`src/ima_queue.sv`:
```
// ----------------------------------------------------------------------------
// ima_queue
// Small register FIFO with a fill count; callers never push when full.
// ----------------------------------------------------------------------------
module ima_queue #(
   parameter int WIDTH = 40,
   parameter int DEPTH = 4
) (
   input  logic             clock,
   input  logic             reset,
   input  logic             push,
   input  logic [WIDTH-1:0] din,
   input  logic             pop,
   output logic [WIDTH-1:0] dout,
   output logic             valid,
   output logic             full
);

   localparam int PTR_W = (DEPTH > 1) ? $clog2(DEPTH) : 1;
   localparam int CNT_W = $clog2(DEPTH + 1);

   logic [WIDTH-1:0] slot_ff [DEPTH];
   logic [PTR_W-1:0] wr_ptr_ff, wr_ptr_in;
   logic [PTR_W-1:0] rd_ptr_ff, rd_ptr_in;
   logic [CNT_W-1:0] count_ff, count_in;

   // Advance pointers with wrap at the depth
   always_comb begin
      wr_ptr_in = wr_ptr_ff;
      rd_ptr_in = rd_ptr_ff;
      if (push) begin
         wr_ptr_in = (wr_ptr_ff == PTR_W'(DEPTH - 1)) ? '0 : wr_ptr_ff + 1'b1;
      end
      if (pop) begin
         rd_ptr_in = (rd_ptr_ff == PTR_W'(DEPTH - 1)) ? '0 : rd_ptr_ff + 1'b1;
      end
      count_in = count_ff + CNT_W'(push) - CNT_W'(pop);
   end

   always_ff @(posedge clock) begin
      if (reset) begin
         wr_ptr_ff <= '0;
         rd_ptr_ff <= '0;
         count_ff  <= '0;
      end else begin
         wr_ptr_ff <= wr_ptr_in;
         rd_ptr_ff <= rd_ptr_in;
         count_ff  <= count_in;
      end
   end

   // Store pushed word
   always_ff @(posedge clock) begin
      if (push) begin
         slot_ff[wr_ptr_ff] <= din;
      end
   end

   assign dout  = slot_ff[rd_ptr_ff];
   assign valid = (count_ff != '0);
   assign full  = (count_ff == CNT_W'(DEPTH));

endmodule

```
`config.mk`:
```
export PLATFORM = sky130hd
export DESIGN_NAME = ima_queue
export DESIGN_NICKNAME = d
export VERILOG_FILES = /design/src/ima_queue.sv
export SDC_FILE = /design/constraint.sdc
export NUM_CORES = 1
export LEC_CHECK = 0
export BUFFER_PORTS_ARGS = -buffer_cell sky130_fd_sc_hd__clkbuf_2
export CAP_MARGIN = 10
export CORE_AREA = 2 2 122 124
export DETAILED_ROUTE_END_ITERATION = 10
export DIE_AREA = 0 0 124 126
export PLACE_DENSITY = 0.71
export SLEW_MARGIN = 20
export SYNTH_ARGS = -nofsm -noshare
export SYNTH_HDL_FRONTEND = slang
export SYNTH_SLANG_ARGS = --single-unit
export TNS_END_PERCENT = 50
```
`constraint.sdc`:
```
create_clock -name clock -period 2.64 [get_ports clock]
set_clock_uncertainty 0.05 [all_clocks]
set_input_delay 0.264 -clock clock [delete_from_list [all_inputs] [get_ports clock]]
set_output_delay 0.264 -clock clock [all_outputs]
set_load 0.01 [all_outputs]
```
-- Word level (Yosys, flattened, before mapping)
Memory sizes are Yosys's and may differ from the RTL's. A register that Yosys moved wholly into a read port is not among the register bits.
Index checks and enable logic that the tools add are counted.
- muxes and demuxes: 6
- reduce and logical (&&, ||, !) cells: 1
- add/sub/neg operators: 4
- equal/unequal tests: 3
- operators by type and width (cell ; number):
    2-bit two-way mux ; 4
    2-bit by 1-bit adder with 2-bit output, second input constant ; 2
    2-bit equality test, second input constant ; 2
    3-bit by 1-bit adder with 3-bit output ; 1
    3-bit equality test, second input constant ; 1
    3-bit nonzero test ; 1
    3-bit by 1-bit subtractor with 3-bit output ; 1
    1-bit two-way mux ; 2
- memories: 1
- bits in registers: 7
- bits in writable memories: 160
- logic and storage cells: 18
- output and inout port bits: 42
- memories (memory ; depth ; bits a word ; rd ports ; clocked after memory_dff ; wr ports ; RTL line ; text):
    slot_ff ; 4 ; 40 ; 1 ; 1 ; 1 ; 22 ; logic [WIDTH-1:0] slot_ff [DEPTH];

-- Logic depth before layout (Yosys ltp)
Gate-level depths: netlist (run 1).
- depth after elaboration: 4
- depth in mapped cells: 7
- depth with buffers taken out: 7

-- Least setup slack after synthesis (run 1)
OpenSTA, ideal clock, no wires.
- kind: register -> register
- start point: register wr_ptr_ff[0]
- end point: memory slot_ff[2][0], enable pin
- setup time: 401 ps
- path buffers: 0
- data required time: 2189 ps
- data arrival time: 1506 ps
- setup slack: 682 ps
- period minus slack after synthesis: 1958 ps
- stages on the path, launching flop included: 4
- cell sequence: dfxtp_1 > inv_1 > ha_1 > and2_1
- RTL lines (element ; RTL line ; text):
    from (decl) ; 23 ; logic [PTR_W-1:0] wr_ptr_ff, wr_ptr_in;
    from (signal assigned) ; 46 ; wr_ptr_ff <= wr_ptr_in;
    to (decl) ; 22 ;
Straight into the memory's write port.

==> impl_metrics.csv, run 1 <==
group,metric,value,unit
hold_path,hp-class,"input port to register",
layout,final_cell_mix,"edfxtp_1, clkbuf_2, mux4_2",
setup_path,path_depth,3,
placed_design,place.detailed.hpwl,6740,um
logic_synthesis,ys_seq_area_share,79.5,%
clock_tree,path_clk_slew,0.06,ns
pwr,ir_drop,0.000459,V
floorplanning,die_x,124,um
logic_synthesis,synth_nets,304,
drt,ant_nets,0,
layout,final_nets,426,
global_route,gr-usage-all-layers,15.1,%
run_status,status,"completed",
layout,regArea,4990,um2
drt,vias_per_cell,5.04,
clock_tree,clk_latency,0.42,ns
setup_path,crit_fanout,17,
drt,wl_per_cell,18.8,um
layout,n_fill_cell,1094,
floorplanning,dieArea,15600,um2
setup_path,critical_path_buf_inv_count,2,
global_route,antenna_found_initial,0,
sta,worst_pin_slew,0.562,ns
floorplanning,start_util,43.8,%
setup_path,critical-path-top-delay-family,"flip-flops",
clock_tree,htree_num_levels,4,
logic_synthesis,synth_warnings,0,
setup_path,cp_slowest_cell,"dfxtp_4",
global_route,overflow,0,
sta,period_share,85.7,%
layout,antenna_cells,0,
logic_synthesis,netlist_area,6270,um2
placed_design,place_congestion,0.720,
pwr,power_density,796,nW/um2
hold_path,hold_depth,1,
floorplanning,die_h,126,um
logic_synthesis,synth_seq_cells,169,
sta,final-hold-violation-count,0,
pwr,p_leak,2.69,nW
sta,slew_viol_final,0,
layout,syn_to_final_growth,23.2,%
clock_tree,cts-root-buf,"clkbuf_16",
sta,fin_tns_setup,0,ns
placed_design,portBuffers,85,
global_route,grt_max_degree,25,
setup_path,r2r_cells,7,
setup_path,cp-end-kind,"output port",
layout,multi_input_area,1160,um2
logic_synthesis,synth_cells,252,
clock_tree,clk_path_buf_depth,2,
layout,final_common_cell,"edfxtp_1",
sta,grt_setup_unrepaired,"false",
sta,max_freq,0.442,GHz
floorplanning,core_area,14300,um2
sta,setup_viol,0,
layout,drive_above_1_share,44.4,%
sta,layout_min_cycle_time,2.26,ns
setup_path,startpoint_type,"register",
logic_synthesis,yosysUniqueCellTypes,19,
setup_path,critPathMaxStageDelay,0.57,ns
clock_tree,cts_resized,0,
flow_run,max_cap_viol_count,0,
setup_path,cp.arrival,1.95,ns
drt,drc,0,
floorplanning,num_rows,44,
setup_path,crit_type,"register to output port",
sta,holdWs,0.0171,ns
global_route,grt_pass1_vias,3025,
logic_synthesis,synth_area_per_cell,24.9,um2
drt,first_pass_iters,4,
clock_tree,cts_num_sinks,169,
setup_path,critPathRequiredTime,2.33,ns
sta,slew_headroom,62.6,%
setup_path,path_cells,"buf_4, mux4_2, clkbuf_2",
drt,drt_iter0_drc,218,
global_route,grt_pass1_wl,16700,um
clock_tree,cts_tree,"built",
drt,routed_wl,10700,um
floorplanning,num_io_pins,86,
clock_tree,numCtsBuffers,17,
drt,vias,2877,
[path summary, 6_finish.rpt]
path / from / end / slack (ns)
setup / recovery: register / dout[30] / 0.38
hold / removal: din[14] / slot_ff[0][14]$_DFFE_PP_ / 0.02
setup reg to reg: count_ff[0]$_SDFF_PP0_ / count_ff[2]$_SDFF_PP0_ / 0.84
hold reg to reg: rd_ptr_ff[0]$_SDFFE_PP0P_ / register / 0.47
[timing repair]
item	CTS	global route
buffers inserted	0	0
endpoints found under the hold margin	50	11
hold buffers	15	3
[metrics by stage]
stage               util (%)  instance area (um2)  worst slack, ns  total power, mW  cells
floorplan                  -                 6270            0.682             3.48    252
global placement        48.5                 6940            0.778             3.68    521
detailed placement      48.5                 6940            0.769             3.70    521
CTS                     53.8                 7690            0.308             6.21    568
global route            54.0                 7720            0.235             6.37    571
finish                  54.0                 7720            0.377             6.15    571
[power by group]
| part | leakage (nW) | switching (mW) | internal [mW] |
|---|---|---|---|
| clock network | 0.289 | 1.00 | 1.49 |
| logic | 0.858 | 0.260 | 0.281 |
| registers | 1.55 | 0.0547 | 3.06 |
[cells in the mapped netlist (all sizes together)]
cell | number | area, um2
a21oi | 2 | 10.0
and2 | 4 | 25.0
and3 | 1 | 6.26
buf | 9 | 111
dfxtp | 9 | 180
edfxtp | 160 | 4800
fa | 1 | 20.0
ha | 7 | 87.6
inv | 6 | 22.5
mux2i | 2 | 20.0
mux4 | 40 | 901
nand2b | 2 | 12.5
nor2 | 3 | 11.3
nor2b | 2 | 12.5
or3 | 1 | 6.26
or3b | 2 | 17.5
xor3 | 1 | 23.8
[sequential cells by signal, indices dropped and copies added (netlist names), named ones only]
register   cells
slot_ff      160
wr_ptr_ff      2
rd_ptr_ff      2
count_ff       3
[layer usage]
metal  global-route usage, %  wire [um]  vias to the layer above  part of all wire (%)
li1                        -          -                     1306                     -
met1                    20.0       4820                     1474                    45
met2                    23.1       5210                       85                    49
met3                    5.80        581                       12                   5.4
met4                    5.16        127                        0                   1.2
met5                       0          0                        -                     0
[layout make-up]
class | count | share of cell area [%]
multi-input combinational | 68 | 15.0
sequential | 169 | 64.6
clock buffer | 18 | 5.56
inverter | 6 | 0.292
clock inverter | 14 | 2.22
timing repair buffer | 112 | 9.36
tap | 184 | 2.98
[kinds of logic after synthesis]
group | share of synthesized area, %
DFF | 79.5
AOI/OAI and AO/OA | 0.160
adders and majority gates | 1.72
xor gates and xnor gates | 0.379
buffers and inverters | 2.13
muxes | 14.7
and+or+nand+nor | 1.46
(Power assumes the default switching activity.)
==> run 2, diff against run 1 <==
==> constraint.sdc (replaced) <==
create_clock -name clock -period 2.7 [get_ports clock]
set_clock_uncertainty 0.05 [all_clocks]
set_input_delay 0.27 -clock clock [delete_from_list [all_inputs] [get_ports clock]]
set_output_delay 0.27 -clock clock [all_outputs]
set_load 0.01 [all_outputs]
==> run 2 against run 1 <==
Combinational power is essentially flat. Global-route usage grew 0.058 points. Die area did not move. Sequential cell count did not move. Cell area increased by 0.84%. Sequential power decreased by 2%. Sequential share of layout area fell by 0.54 points. Non-clock buffer count is 5 higher. Worst setup slack better by 0.024 ns. Count of clock-buffer cells in the layout shrank 1. Critical path type unchanged. Highest routed layer unchanged.
==> impl_metrics.csv, run 2 (synthesis gave the netlist of run 1 again) <==
group,metric,value,unit
floorplanning,die_x,124,um
flow_run,max_cap_viol_count,0,
floorplanning,core_area,14300,um2
clock_tree,path_clk_slew,0.06,ns
clock_tree,htree_num_levels,4,
drt,drt_iter0_drc,160,
floorplanning,die_h,126,um
setup_path,critical-path-top-delay-family,"flip-flops",
hold_path,hp-class,"input port to register",
layout,antenna_cells,0,
global_route,grt_max_degree,25,
layout,largest-register,"slot_ff",
setup_path,cp.arrival,1.98,ns
placed_design,placed_cells,520,
setup_path,crit_type,"register to output port",
floorplanning,num_io_pins,86,
setup_path,cp_slowest_cell,"dfxtp_4",
setup_path,cp-end-kind,"output port",
placed_design,place_congestion,0.715,
clock_tree,postCtsHoldBufs,24,
drt,wl_per_cell,18.9,um
layout,drive_above_1_share,43.6,%
clock_tree,cts-root-buf,"clkbuf_16",
sta,max_freq,0.435,GHz
drt,first_pass_iters,4,
sta,setup_viol,0,
layout,final_common_cell,"edfxtp_1",
drt,vias_per_cell,5.05,
layout,final_nets,431,
layout,finalInstanceArea,7790,um2
clock_tree,clk_latency,0.43,ns
pwr,p_leak,2.70,nW
placed_design,dpl_cell_area,6950,um2
placed_design,portBuffers,85,
clock_tree,cts_num_sinks,169,
setup_path,critPathMaxStageDelay,0.55,ns
global_route,grt_pass1_vias,3147,
layout,top_regs,"slot_ff (160), count_ff (3)",
sta,holdWs,0.0232,ns
pwr,power,6.00,mW
clock_tree,postCtsSetupBuffers,0,
global_route,overflow,0,
global_route,gr-usage-all-layers,15.2,%
sta,final-hold-violation-count,0,
setup_path,path_cells,"buf_4, mux4_2, clkbuf_2",
clock_tree,numCtsBuffers,17,
layout,final_util,54.4,%
pwr,power_density,770,nW/um2
layout,stdcell_count,576,
layout,syn_to_final_growth,24.2,%
pwr,ir_drop,0.000408,V
layout,final_cell_mix,"edfxtp_1, clkbuf_2, mux4_2",
sta,worst_pin_slew,0.595,ns
drt,vias,2908,
sta,slew_viol_final,0,
setup_path,startpoint_type,"register",
floorplanning,start_util,43.8,%
clock_tree,cts_tree,"built",
placed_design,place.detailed.hpwl,6770,um
placed_design,place_ws,0.787,ns
clock_tree,clk_path_buf_depth,2,
drt,drc,0,
floorplanning,num_rows,44,
sta,grt_setup_unrepaired,"false",
setup_path,critical_path_buf_inv_count,2,
drt,ant_nets,0,
sta,slew_headroom,60.3,%
sta,fin_tns_setup,0,ns
sta,worst_slack,0.401,ns
floorplanning,dieArea,15600,um2
clock_tree,cts_resized,0,
global_route,antenna_found_initial,0,
setup_path,critPathRequiredTime,2.38,ns
setup_path,crit_fanout,15,
layout,largest_register_ffs,160,
run_status,status,"completed",
sta,period_share,85.1,%
sta,layout_min_cycle_time,2.30,ns
drt,routed_wl,10900,um
global_route,grt_pass1_wl,16800,um
[run 2: cell count changes in the layout (fill, tap and decap cells not counted), sizes merged]
cell / previous run / this run
buf: 9 / 8
clkbuf: 103 / 102
clkinv: 6 / 4
clkinvlp: 2 / 5
dlygate4sd3: 18 / 24
[run 2: path summary, 6_finish.rpt]
kind                            depth (start not counted)                 startpoint  slack [ns]                       end
worst max register to register                          7     count_ff[0]$_SDFF_PP0_        0.89    count_ff[2]$_SDFF_PP0_
worst max-delay path                                    3                   register        0.40                  dout[31]
worst min-delay path                                    1                    din[14]        0.02  slot_ff[2][14]$_DFFE_PP_
worst min register to register                          2  rd_ptr_ff[0]$_SDFFE_PP0P_        0.45                  register
[run 2: cell type report]
class	count	area [um2]
Fill cell	1108	6520
Timing Repair Buffer	117	788
Sequential cell	169	4990
Clock inverter	15	175
Tap cell	184	230
Clock buffer	17	425
Inverter	6	22.5
Multi-Input combinational cell	68	1160
[run 2: worst reg2reg max path, cell delays in order, from the launching register on]
cell and delay [ns]:
dfxtp_1 0.32, inv_1 0.05, ha_1 0.26, inv_1 0.04, ha_1 0.18, fa_1 0.38
xor3_1 0.38, nor2_1 0.04
[run 2: power breakdown]
group | switching [mW] | total [mW] | internal [mW] | leakage, nW
clock | 0.963 | 2.42 | 1.45 | 0.277
combinational | 0.258 | 0.541 | 0.282 | 0.881
sequential | 0.0523 | 3.04 | 2.99 | 1.55
[run 2: metal layers]
layer	vias to the layer above	global-route usage [%]	routed length [um]
met5	-	0	0
li1	1305	-	-
met4	0	6.15	183
met1	1509	19.5	4770
met2	76	23.7	5300
met3	18	5.30	612
