File: config.mk
export PLATFORM = sky130hd
export DESIGN_NAME = ima_front
export DESIGN_NICKNAME = d
export VERILOG_FILES = /design/src/ima_pkg.sv /design/src/ima_front.sv
export SDC_FILE = /design/constraint.sdc
export NUM_CORES = 1
export LEC_CHECK = 0
export BUFFER_PORTS_ARGS = -buffer_cell sky130_fd_sc_hd__buf_2
export CAP_MARGIN = 20
export CELL_PAD_IN_SITES_DETAIL_PLACEMENT = 0
export CELL_PAD_IN_SITES_GLOBAL_PLACEMENT = 1
export CORE_MARGIN = 5
export CORE_UTILIZATION = 25
export CTS_CLUSTER_SIZE = 28
export DETAILED_ROUTE_END_ITERATION = 8
export PLACE_DENSITY = 0.85
export SLEW_MARGIN = 20
export SYNTH_ARGS = -nofsm -noshare
export SYNTH_HDL_FRONTEND = slang
export SYNTH_SLANG_ARGS = --single-unit
File: constraint.sdc
create_clock -name clock -period 3.74 [get_ports clock]
set_clock_uncertainty 0.1 [all_clocks]
set_input_delay 0.561 -clock clock [delete_from_list [all_inputs] [get_ports clock]]
set_output_delay 0.561 -clock clock [all_outputs]
set_load 0.1 [all_outputs]
File: src/ima_pkg.sv
// ----------------------------------------------------------------------------
// ima_pkg
// Shared widths, codes and word types for the integer matrix ALU.
// ----------------------------------------------------------------------------
package ima_pkg;

   // Field widths
   localparam int MAX_DIM_DEF = 8;
   localparam int IDX_W       = 3;
   localparam int DIM_W       = 4;
   localparam int OP_W        = 3;
   localparam int VAL_W       = 32;
   localparam int ACT_W       = 2;
   localparam int CSR_IDX_W   = 3;
   localparam int TDATA_W     = 40;

   // Queue depths
   localparam int CMD_DEPTH = 4;
   localparam int OUT_DEPTH = 4;

   // Operation codes
   localparam logic [OP_W-1:0] OP_ADD       = 3'd0;
   localparam logic [OP_W-1:0] OP_SUB       = 3'd1;
   localparam logic [OP_W-1:0] OP_MUL       = 3'd2;
   localparam logic [OP_W-1:0] OP_TRANSPOSE = 3'd3;
   localparam logic [OP_W-1:0] OP_SCALE     = 3'd4;

   // Request actions
   localparam logic [ACT_W-1:0] ACT_WRITE_A = 2'd0;
   localparam logic [ACT_W-1:0] ACT_WRITE_B = 2'd1;
   localparam logic [ACT_W-1:0] ACT_COMPUTE = 2'd2;

   // Register indexes
   localparam logic [CSR_IDX_W-1:0] CSR_OPERATION = 3'd0;
   localparam logic [CSR_IDX_W-1:0] CSR_ROWS_A    = 3'd1;
   localparam logic [CSR_IDX_W-1:0] CSR_COLS_A    = 3'd2;
   localparam logic [CSR_IDX_W-1:0] CSR_ROWS_B    = 3'd3;
   localparam logic [CSR_IDX_W-1:0] CSR_COLS_B    = 3'd4;
   localparam logic [CSR_IDX_W-1:0] CSR_SCALE     = 3'd5;

   // Command kinds passed from front to back
   typedef enum logic [1:0] {
      KIND_WRITE_A,
      KIND_WRITE_B,
      KIND_RUN,
      KIND_ERROR
   } kind_type;

   typedef struct packed {
      logic [OP_W-1:0]  op;
      logic [DIM_W-1:0] rows_a;
      logic [DIM_W-1:0] cols_a;
      logic [DIM_W-1:0] rows_b;
      logic [DIM_W-1:0] cols_b;
      logic [VAL_W-1:0] scale;
   } cfg_type;

   typedef struct packed {
      kind_type         kind;
      logic [IDX_W-1:0] row;
      logic [IDX_W-1:0] col;
      logic [VAL_W-1:0] value;
   } cmd_type;

   typedef struct packed {
      logic [IDX_W-1:0] row;
      logic [IDX_W-1:0] col;
      logic [VAL_W-1:0] value;
      logic             last;
      logic             status;
   } rsp_type;

endpackage

File: src/ima_front.sv
// ----------------------------------------------------------------------------
// ima_front
// Holds the configuration registers, classifies request words and checks
// the dimensions of compute commands before they are queued.
// ----------------------------------------------------------------------------
module ima_front #(
   parameter int MAX_DIM = ima_pkg::MAX_DIM_DEF
) (
   input  logic                           clock,
   input  logic                           reset,
   input  logic                           csr_we,
   input  logic [ima_pkg::CSR_IDX_W-1:0]  csr_index,
   input  logic [ima_pkg::VAL_W-1:0]      csr_wdata,
   input  logic                           req_tvalid,
   output logic                           req_tready,
   input  logic [ima_pkg::ACT_W-1:0]      req_action,
   input  logic [ima_pkg::IDX_W-1:0]      req_row,
   input  logic [ima_pkg::IDX_W-1:0]      req_col,
   input  logic [ima_pkg::VAL_W-1:0]      req_value,
   input  logic                           cmd_full,
   output logic                           cmd_push,
   output ima_pkg::cmd_type               cmd,
   output ima_pkg::cfg_type               cfg
);

   import ima_pkg::*;

   localparam logic [DIM_W-1:0] MAX_D = DIM_W'(MAX_DIM);

   function automatic logic dim_ok(input logic [DIM_W-1:0] d);
      return (d != '0) && (d <= MAX_D);
   endfunction

   logic [OP_W-1:0]  op_ff, op_in;
   logic [DIM_W-1:0] rows_a_ff, rows_a_in;
   logic [DIM_W-1:0] cols_a_ff, cols_a_in;
   logic [DIM_W-1:0] rows_b_ff, rows_b_in;
   logic [DIM_W-1:0] cols_b_ff, cols_b_in;
   logic [VAL_W-1:0] scale_ff, scale_in;
   logic             in_range;
   logic             dims_ok;
   logic             keep;

   // Register writes
   always_comb begin
      op_in     = op_ff;
      rows_a_in = rows_a_ff;
      cols_a_in = cols_a_ff;
      rows_b_in = rows_b_ff;
      cols_b_in = cols_b_ff;
      scale_in  = scale_ff;
      if (csr_we) begin
         case (csr_index)
            CSR_OPERATION: op_in     = csr_wdata[OP_W-1:0];
            CSR_ROWS_A:    rows_a_in = csr_wdata[DIM_W-1:0];
            CSR_COLS_A:    cols_a_in = csr_wdata[DIM_W-1:0];
            CSR_ROWS_B:    rows_b_in = csr_wdata[DIM_W-1:0];
            CSR_COLS_B:    cols_b_in = csr_wdata[DIM_W-1:0];
            CSR_SCALE:     scale_in  = csr_wdata;
            default:       op_in     = op_ff;
         endcase
      end
   end

   always_ff @(posedge clock) begin
      if (reset) begin
         op_ff     <= OP_ADD;
         rows_a_ff <= DIM_W'(1);
         cols_a_ff <= DIM_W'(1);
         rows_b_ff <= DIM_W'(1);
         cols_b_ff <= DIM_W'(1);
         scale_ff  <= VAL_W'(1);
      end else begin
         op_ff     <= op_in;
         rows_a_ff <= rows_a_in;
         cols_a_ff <= cols_a_in;
         rows_b_ff <= rows_b_in;
         cols_b_ff <= cols_b_in;
         scale_ff  <= scale_in;
      end
   end

   assign cfg.op     = op_ff;
   assign cfg.rows_a = rows_a_ff;
   assign cfg.cols_a = cols_a_ff;
   assign cfg.rows_b = rows_b_ff;
   assign cfg.cols_b = cols_b_ff;
   assign cfg.scale  = scale_ff;

   // Check the dimensions that the configured operation uses
   always_comb begin
      dims_ok = dim_ok(rows_a_ff) && dim_ok(cols_a_ff);
      case (op_ff)
         OP_ADD, OP_SUB: begin
            dims_ok = dims_ok && (rows_a_ff == rows_b_ff) && (cols_a_ff == cols_b_ff);
         end
         OP_MUL: begin
            dims_ok = dims_ok && dim_ok(rows_b_ff) && dim_ok(cols_b_ff)
                      && (cols_a_ff == rows_b_ff);
         end
         OP_TRANSPOSE, OP_SCALE: begin
            dims_ok = dims_ok;
         end
         default: begin
            dims_ok = 1'b0;
         end
      endcase
   end

   assign in_range = (DIM_W'(req_row) < MAX_D) && (DIM_W'(req_col) < MAX_D);

   // Classify the word; drop writes with an index of MAX_DIM or more and unused actions
   always_comb begin
      keep      = 1'b0;
      cmd.kind  = KIND_ERROR;
      cmd.row   = req_row;
      cmd.col   = req_col;
      cmd.value = req_value;
      case (req_action)
         ACT_WRITE_A: begin
            keep     = in_range;
            cmd.kind = KIND_WRITE_A;
         end
         ACT_WRITE_B: begin
            keep     = in_range;
            cmd.kind = KIND_WRITE_B;
         end
         ACT_COMPUTE: begin
            keep     = 1'b1;
            cmd.kind = dims_ok ? KIND_RUN : KIND_ERROR;
         end
         default: begin
            keep = 1'b0;
         end
      endcase
   end

   assign req_tready = !cmd_full;
   assign cmd_push   = req_tvalid && req_tready && keep;

endmodule

# Word-level counts from Yosys, hierarchy flattened
# Index checks and enable logic that the tools add are counted.
# totals
regBits	51
out_inout_bits	93
input_bits	80
# classes
n_mux	4
n_reduce_logical	29
eq_ne	14
magnitude_cmp	4
# op_table
operator	count
4-bit <= comparator, second input constant	4
4-bit nonzero test	4
3-bit by 2-bit equality test with 1-bit output, second input constant	4
4-bit equality test	3
1-bit logical AND	12
2-bit AND reduction	6
3-bit equality test, second input constant	3
3-bit by 1-bit equality test with 1-bit output, second input constant	2
3-bit logical NOT	2
2-bit one-hot mux with 3 select lines	1
2-bit OR reduction	2
1-bit one-hot mux with 3 select lines	1
3-bit OR reduction	1
2-bit by 1-bit equality test with 1-bit output, second input constant	1
2-bit equality test, second input constant	1
2-bit logical NOT	1
1-bit two-way mux	2
1-bit logical NOT	1

# Longest topological paths before layout
# Gate-level depths: netlist (run 1).
# depth
depth_word	9
ltp_mapped	6

# Worst setup path before layout (run 1)
# Ideal clock, no wire load.
# synth_path
path_type	flip-flop to output port
start	register rows_b_ff[0]
end	output port cmd[38] in the netlist's numbering
slack_ns	0.633
t_arrival_ns	2.446
path_stages_with_launch	5
required_ns	3.079
path_cell_list	dfxtp_1 > nor3_1 > and3_1 > o2111ai_1 > a311o_1
# synth_lines
element	line_no	source
start: declaration	ima_front.sv:37	logic [DIM_W-1:0] rows_b_ff, rows_b_in;
start signal: assignment	ima_front.sv:77	rows_b_ff <= rows_b_in;
end: declaration	ima_front.sv:22	output ima_pkg::cmd_type cmd,

==> results of run 1 <==
-- cell families (layout without fill, tap and decap cells) --
logic type / after synthesis / in the layout / synth area share
AOI/OAI and AO/OA: 42 / 42 / 0.1028
DFF: 51 / 51 / 0.4345
xor gates and xnor gates: 13 / 13 / 0.04846
muxes: 15 / 15 / 0.06390
and+or+nand+nor: 106 / 106 / 0.1965
buffers and inverters: 56 / 109 / 0.1539
-- flip-flops by register name, summed over array words and instances, names as in the netlist --
name	flops
rows_b_ff	4
cols_a_ff	4
rows_a_ff	4
scale_ff	32
op_ff	3
cols_b_ff	4
-- worst paths after layout --
| check | to | slack (ns) | cells after the start |
|---|---|---|---|
| worst max register to register | cols_a_ff[0]$_SDFFE_PP1P_ | 2.74 | 2 |
| worst min register to register | scale_ff[28]$_SDFFE_PP0P_ | 0.35 | 2 |
| worst max-delay path | cmd[38] | 1.05 | 5 |
| worst min-delay path | scale_ff[28]$_SDFFE_PP0P_ | 0.35 | 2 |
-- area by class of cell --
cell class	instances	area, um2	share of cell area
Clock inverter	3	67.56	0.02440
Clock buffer	5	68.82	0.02485
Sequential cell	51	1021	0.3687
Timing Repair Buffer	97	488.0	0.1762
Inverter	4	15.01	0.005422
Tap cell	111	138.9	0.05016
Multi-Input combinational cell	176	969.7	0.3502
-- report_power, final --
group / internal (mW) / leakage [nW] / total (mW) / switching [mW]
registers: 0.555 / 0.413 / 0.566 / 0.0111
clock network: 0.267 / 0.0644 / 0.450 / 0.183
logic: 0.0472 / 0.740 / 0.211 / 0.163
total: 0.869 / 1.22 / 1.23 / 0.358
-- critical path, cell delays in order, from the launching register on --
cell and delay (ns):
dfxtp_1 0.45, inv_1 0.08, a2111oi_0 0.41, nand4_1 0.16, a311o_1 0.34, buf_2 0.29
-- layer usage --
metal  vias to the layer above  share of wire  GRT usage
li1                        988              -          -
met1                       889           0.44     0.1307
met2                        64           0.48     0.1776
met3                        28          0.057    0.02890
met4                         0          0.031    0.05388
met5                         -              0          0
-- synth_stat cells --
library cell,number,area (um2)
o21ai_0,2,10.01
xor2_1,7,61.31
nor2b_1,3,18.77
nor4_1,1,6.260
nand3b_1,1,7.510
nand2_1,66,247.7
a311o_1,1,10.01
and3_1,2,12.51
a21oi_1,31,155.2
inv_1,4,15.01
nor3_1,6,30.03
buf_4,38,285.3
clkbuf_1,7,26.28
nor2_2,1,6.260
or2_1,1,6.260
buf_2,7,35.03
a211oi_1,1,7.510
dfxtp_1,51,1021
a211o_1,4,35.03
nor2_1,18,67.56
a31oi_1,1,6.260
xnor2_1,6,52.55
nor3_2,1,10.01
nand2b_1,2,12.51
nor4b_1,1,8.760
nor3b_2,1,12.51
o2111ai_1,1,8.760
nand4b_1,1,8.760
a2111oi_0,1,8.760
nand4_1,1,6.260
mux2i_1,15,150.1
==> impl_metrics.tcl, run 1 <==
set metrics [dict create \
    cts.path.max_buffers 2 \
    grt_pass1_wl_um 9991 \
    clk_latency_ns 0.29 \
    io_buffers 96 \
    fin_util 0.3011 \
    antenna_found_initial 0 \
    postRouteAntennaNets 0 \
    pin_count 173 \
    grt_pass1_vias 1967 \
    whs_ns 0.3545 \
    timing.rr.start "cols_a_ff[0]$_SDFFE_PP1P_" \
    netlist_area_mm2 0.002350 \
    crit_fanout 5 \
    setup-tns-final_ns 0 \
    diodes 0 \
    clk_transition_reported_paths_ns 0.10 \
    dr_total_vias 1969 \
    ctsResizeCount 0 \
    fin_crit_sh 0.7196 \
    gp_congestion 0.8049 \
    die_h_um 107.0 \
    fmax_mhz 371.6 \
    cts_tree "done" \
    syn_avg_cell_area_um2 8.303 \
    syn2layout_area_growth_pct 17.84 \
    rows 35 \
    ys_ff_latch 51 \
    place_inst 439 \
    fin_crit_ns 2.691 \
    synth_warnings 0 \
    vdd_drop_max_v 0.0001416 \
    drive_gt1_frac 0.3274 \
    synth-seq-area-share 0.4345 \
    start_kind "flop" \
    grt_max_degree 52 \
    min_from "scale_ff[28]$_SDFFE_PP0P_" \
    finalMaxSlewViolations 0 \
    nNetsFinal 415 \
    cts_setup_buffers 0 \
    layout_commonest_cell "buf_2" \
    postCtsHoldBufs 0 \
    crit_type "flop to primary output" \
    power_leakage_nw 1.217 \
    wire_per_inst_um 13.94 \
    hold_viol 0 \
    outcome "finished, final reports clean" \
    post_synth_num_cell_types 31 \
    relSlewSlack 0.3913 \
    startpoint "rows_b_ff[1]$_SDFFE_PP0P_" \
    drt-total-wl_um 6230 \
    clock-sinks 51 \
    final_cell_area_mm2 0.002769 \
    rsz0062_at_grt "no" \
    final_cell_mix "buf_2 (96), nand2_1 (66), dfxtp_1 (51)" \
    cts_buffers 5 \
    drtIter0Drc 81 \
    synth_nets 363 \
    hpwl_um 4706 \
    cp-end-kind "primary output" \
    maxCapViolations 0 \
    p_total_mw 1.227 \
    tightest_slew_ns 0.9130 \
    grtUsageTotal 0.1084 \
    fill_cells 1003 \
    drc 0 \
    crit_required_ns 3.08 \
    setup_viol 0 \
    crit_arrival_ns 2.03 \
    fin_ws_ns 1.049 \
    hp-class "flop to flop" \
    htreeDepth 2 \
    placed_area_mm2 0.002633 \
    synth_cells 283 \
    coreArea_mm2 0.009196 \
    dieArea_mm2 0.01144 \
    grt_overflow 0 \
    dr.pass1.iters 4 \
    die_w_um 107.0 \
    dp_slack_ns 1.389 \
    final_cells 447 \
    start_util 0.2555 \
    vias_per_cell 4.405 \
    power.density_mw_per_mm2 443.0 \
    root_buffer "clkbuf_8" \
]
Note: power is estimated with default switching activity, not from simulation.
==> run 2, diff against run 1 <==
==> constraint.sdc (replaced) <==
create_clock -name clock -period 2.5 [get_ports clock]
set_clock_uncertainty 0.1 [all_clocks]
set_input_delay 0.375 -clock clock [delete_from_list [all_inputs] [get_ports clock]]
set_output_delay 0.375 -clock clock [all_outputs]
set_load 0.1 [all_outputs]
==> impl_metrics.tcl, run 2 (synthesis results as in run 1) <==
set metrics [dict create \
    cts_buffers 5 \
    vias_per_cell 4.428 \
    drc 0 \
    grt_pass1_vias 1918 \
    setup_viol 0 \
    start_util 0.2555 \
    cp_slowest_cell "dfxtp_2" \
    outcome "finished, final reports clean" \
    maxCapViolations 0 \
    postRouteAntennaNets 0 \
    htreeDepth 2 \
    root_buffer "clkbuf_8" \
    setup-tns-final_ns 0 \
    clk_latency_ns 0.30 \
    layout_commonest_cell "buf_2" \
    hpwl_um 4710 \
    die_h_um 107.0 \
    regMostFlops "scale_ff" \
    final_cell_mix "buf_2 (95), nand2_1 (66), dfxtp_1 (39)" \
    grt_pass1_wl_um 9777 \
    regToRegSetupSlack_ns 1.53 \
    diodes 0 \
    power_leakage_nw 1.230 \
    fin_util 0.3035 \
    dr_total_vias 1988 \
    crit_required_ns 2.03 \
    io_buffers 96 \
    fin_crit_ns 2.407 \
    path_cells "xor2_1 > nor4b_1 > o2111ai_1 > a311o_2 > clkbuf_4" \
    fin_crit_sh 0.9628 \
    cts.path.max_buffers 2 \
    rsz0062_at_grt "no" \
    start_kind "flop" \
    cts_tree "done" \
    clock-sinks 51 \
    finalMaxSlewViolations 0 \
    critPathMaxStageDelay_ns 0.37 \
    drive_gt1_frac 0.3698 \
    grtUsageTotal 0.1066 \
    die_w_um 107.0 \
    crit_type "flop to primary output" \
    tightest_slew_ns 0.6482 \
    antenna_found_initial 0 \
    critical-path-top-delay-family "compound AO/OA/AOI/OAI gates" \
    syn2layout_area_growth_pct 18.80 \
    path_buf_inv 1 \
    largest_reg_flops 32 \
    cp-end-kind "primary output" \
    relSlewSlack 0.5679 \
    wire_per_inst_um 13.94 \
    crit_arrival_ns 1.93 \
    vdd_drop_max_v 0.0002267 \
    fmax_mhz 415.5 \
    dr.pass1.iters 4 \
    hp-class "input port to flop" \
    power.density_mw_per_mm2 626.0 \
    fill_cells 998 \
    grt_overflow 0 \
    dieArea_mm2 0.01144 \
    coreArea_mm2 0.009196 \
    crit_fanout 5 \
    drt-total-wl_um 6259 \
    rows 35 \
    grt_max_degree 52 \
    nNetsFinal 417 \
    pin_count 173 \
    drtIter0Drc 113 \
    hold_viol 0 \
    clk_transition_reported_paths_ns 0.10 \
    gp_congestion 0.8090 \
]
run 2: timing repair:
item / 4_1_cts / 5_1_grt
hold buffers: 0 / 0
endpoints found under the setup margin: 0 / 1
resized for setup: 0 / 1
setup buffers: 0 / 0
run 2: stage by stage:
| step | cell area [um2] | hold WS, ns | instances | setup WS, ns | total power, mW |
|---|---|---|---|---|---|
| detailed placement | 2676 | 0.3437 | 441 | 0.4056 | 1.189 |
| finish | 2791 | 0.2014 | 449 | 0.09302 | 1.747 |
| CTS | 2789 | 0.1856 | 449 | 0.04869 | 1.783 |
| floorplan | 2366 | 0.3928 | 283 | 0.0008373 | 1.392 |
| global route | 2791 | 0.1821 | 449 | 0.01156 | 1.837 |
| global placement | 2676 | 0.3389 | 441 | 0.3978 | 1.185 |
run 2: worst paths after layout:
kind | start | depth (start not counted) | to
worst max register to register | cols_a_ff[0]$_SDFFE_PP1P_ | 2 | cols_a_ff[0]$_SDFFE_PP1P_
worst min-delay path | csr_wdata[31] | 3 | scale_ff[31]$_SDFFE_PP0P_
worst min register to register | scale_ff[27]$_SDFFE_PP0P_ | 2 | scale_ff[27]$_SDFFE_PP0P_
worst max-delay path | rows_b_ff[0]$_SDFFE_PP1P_ | 5 | cmd[38]
run 2: layer usage:
metal  wire, um  GRT usage  share of wire
met2       3195     0.1893           0.51
met5          0          0              0
met4         79    0.03562          0.013
met1       2559     0.1244           0.41
met3        423    0.02709          0.068
run 2: area by class of cell:
cell class | instances | area, um2 | area share
Clock inverter | 3 | 43.79 | 0.01569
Clock buffer | 5 | 68.82 | 0.02465
Tap cell | 111 | 138.9 | 0.04975
Multi-Input combinational cell | 176 | 970.9 | 0.3478
Sequential cell | 51 | 1036 | 0.3711
Timing Repair Buffer | 99 | 518.0 | 0.1856
Inverter | 4 | 15.01 | 0.005379
run 2: power breakdown:
part | leakage (nW) | internal (mW) | switching [mW] | total (mW)
Clock | 0.0581 | 0.299 | 0.281 | 0.579
Combinational | 0.756 | 0.0758 | 0.245 | 0.320
Sequential | 0.415 | 0.831 | 0.0163 | 0.848
run 2: tightest hold or removal path, delay by kind of cell:
| family | cells | cell delay [ns] |
|---|---|---|
| AO/OA/AOI/OAI | 1 | 0.05 |
| AND/OR/NAND/NOR | 1 | 0.04 |
| buffers and inverters | 1 | 0.09 |
==> run 3, diff against run 2 <==
--- a/config.mk
+++ b/config.mk
@@ -10,7 +10,7 @@
 export CELL_PAD_IN_SITES_DETAIL_PLACEMENT = 0
 export CELL_PAD_IN_SITES_GLOBAL_PLACEMENT = 1
 export CORE_MARGIN = 5
-export CORE_UTILIZATION = 25
+export CORE_UTILIZATION = 24
 export CTS_CLUSTER_SIZE = 28
 export DETAILED_ROUTE_END_ITERATION = 8
 export PLACE_DENSITY = 0.85
==> constraint.sdc (replaced) <==
create_clock -name clock -period 2.2 [get_ports clock]
set_clock_uncertainty 0.1 [all_clocks]
set_input_delay 0.33 -clock clock [delete_from_list [all_inputs] [get_ports clock]]
set_output_delay 0.33 -clock clock [all_outputs]
set_load 0.1 [all_outputs]
==> impl_metrics.tcl, run 3 (synthesis results as in run 1) <==
set metrics [dict create \
    coreArea_mm2 0.009639 \
    crit_fanout 2 \
    p_comb_frac 0.200 \
    crit_arrival_ns 1.82 \
    regToRegSetupSlack_ns 1.23 \
    drive_gt1_frac 0.4047 \
    holdPathStages 3 \
    die_h_um 108.9 \
    dr_total_vias 2053 \
    gp_congestion 0.8573 \
    rows 36 \
    r2r-end "cols_a_ff[0]$_SDFFE_PP1P_" \
    fin_util 0.2984 \
    cts_buffers 5 \
    clock-sinks 51 \
    cp-end-kind "primary output" \
    grt_pass1_vias 1945 \
    die_w_um 108.9 \
    swShare 0.3348 \
    grtUsageTotal 0.1061 \
    crit_type "flop to primary output" \
    fin_crit_ns 2.248 \
    largest_reg_flops 32 \
    cts_tree "done" \
    start_kind "flop" \
    min_from "csr_wdata[10]" \
    syn2layout_area_growth_pct 22.42 \
    grt_max_degree 33 \
    pin_count 173 \
    fin_ws_ns -0.04823 \
    regMostFlops "scale_ff" \
    setup_viol 1 \
    r2r_cells 2 \
    layout_commonest_cell "buf_2" \
    relSlewSlack 0.6113 \
    drt-total-wl_um 6529 \
    antenna_found_initial 0 \
    cts.path.max_buffers 2 \
    diodes 0 \
    io_buffers 96 \
    seq_power_share 0.504 \
    fin_crit_sh 1.022 \
    final_cell_mix "buf_2 (95), nand2_1 (66), dfxtp_1 (33)" \
    hp-class "input port to flop" \
    power_leakage_nw 1.241 \
    clkPwrFrac 0.296 \
    hold_viol 0 \
    clk_latency_ns 0.30 \
    dr.pass1.iters 4 \
    finalMaxSlewViolations 0 \
    vdd_drop_max_v 0.0002627 \
    tightest_slew_ns 0.5831 \
    grt_overflow 0 \
    drc 0 \
    nNetsFinal 420 \
    postCtsHoldBufs 0 \
    drtIter0Drc 116 \
    p_sw_mw 0.6377 \
    root_buffer "clkbuf_8" \
    postRouteAntennaNets 0 \
    worst_hold_path.endpoint "scale_ff[10]$_SDFFE_PP0P_" \
    clk_transition_reported_paths_ns 0.11 \
    outcome "finished with violations" \
    fmax_mhz 444.8 \
    power.density_mw_per_mm2 662.1 \
    timing.rr.start "cols_a_ff[0]$_SDFFE_PP1P_" \
    intPower_mw 1.267 \
    start_util 0.2438 \
    rsz0062_at_grt "yes" \
    maxCapViolations 0 \
    hpwl_um 4804 \
    grt_pass1_wl_um 9839 \
    dieArea_mm2 0.01187 \
    whs_ns 0.1569 \
    vias_per_cell 4.331 \
    wire_per_inst_um 13.77 \
    htreeDepth 2 \
    crit_required_ns 1.77 \
    violations "setup timing" \
]
## run 3: changes by cell type in the layout (fill, tap and decap cells not counted), sizes merged
cell | before | now
buf | 98 | 102
clkinv | 2 | 0
clkinvlp | 0 | 2
bufinv | 1 | 0
clkbuf | 6 | 5
inv | 4 | 5
## run 3: power by group through the flow
stage	Combinational (mW)	Clock, mW	Sequential (mW)
6_report	0.381	0.563	0.960
5_1_grt	0.401	0.632	0.964
4_1_cts	0.380	0.592	0.961
3_5_place_dp	0.370	0	0.983
3_3_place_gp	0.367	0	0.982
2_1_floorplan	0.448	0	1.13
## run 3: worst max-delay path, cell delays in order, from the launching register on
cell and delay [ns]:
dfxtp_4 0.36, xor2_1 0.16, nor4_2 0.28, nand4_1 0.12, a311o_2 0.41, buf_12 0.17
## run 3: layout make-up
| cell class | instances | area (um2) |
|---|---|---|
| timing repair buffer | 102 | 553.0 |
| sequential | 51 | 1051 |
| fill | 1080 | 6763 |
| clock inverter | 3 | 23.77 |
| clock buffer | 5 | 68.82 |
| multi-input combinational | 176 | 998.5 |
| inverter | 4 | 15.01 |
| tap | 133 | 166.4 |
## run 3: how the worst max path moves through the flow
stage	startpoint	end	slack, ns	cells after the start
floorplan	cols_a_ff[1]$_SDFFE_PP0P_	cmd[38]	-0.06	5
global placement	cols_a_ff[1]$_SDFFE_PP0P_	cmd[38]	0.22	6
detailed placement	cols_a_ff[1]$_SDFFE_PP0P_	cmd[38]	0.17	6
CTS	cols_b_ff[1]$_SDFFE_PP0P_	cmd[38]	-0.08	6
global route	rows_b_ff[3]$_SDFFE_PP0P_	cmd[38]	-0.13	5
finish	rows_b_ff[3]$_SDFFE_PP0P_	cmd[38]	-0.05	5
## run 3: what timing repair did
item	in CTS	in global routing
setup buffers	1	1
pin swaps	3	3
endpoints found under the setup margin	1	1
resized for setup	6	6
## run 3: metal layers
metal  part of all wire  track usage  vias to the layer above
met1               0.40       0.1211                      958
met3              0.068      0.02487                       23
met5                  0            0                        -
met4              0.027      0.04959                        0
li1                   -            -                     1004
met2               0.51       0.1860                       68
## run 3: through the flow
stage / cells / TNS, ns / total power [mW] / worst slack, ns / area, um2
2_1_floorplan: 283 / -0.05590 / 1.581 / -0.05590 / 2377
3_3_place_gp: 464 / 0 / 1.349 / 0.2164 / 2723
3_5_place_dp: 464 / 0 / 1.353 / 0.1737 / 2723
4_1_cts: 473 / -0.08194 / 1.933 / -0.08194 / 2840
5_1_grt: 474 / -0.1311 / 1.998 / -0.1311 / 2877
6_report: 474 / -0.04823 / 1.905 / -0.04823 / 2877
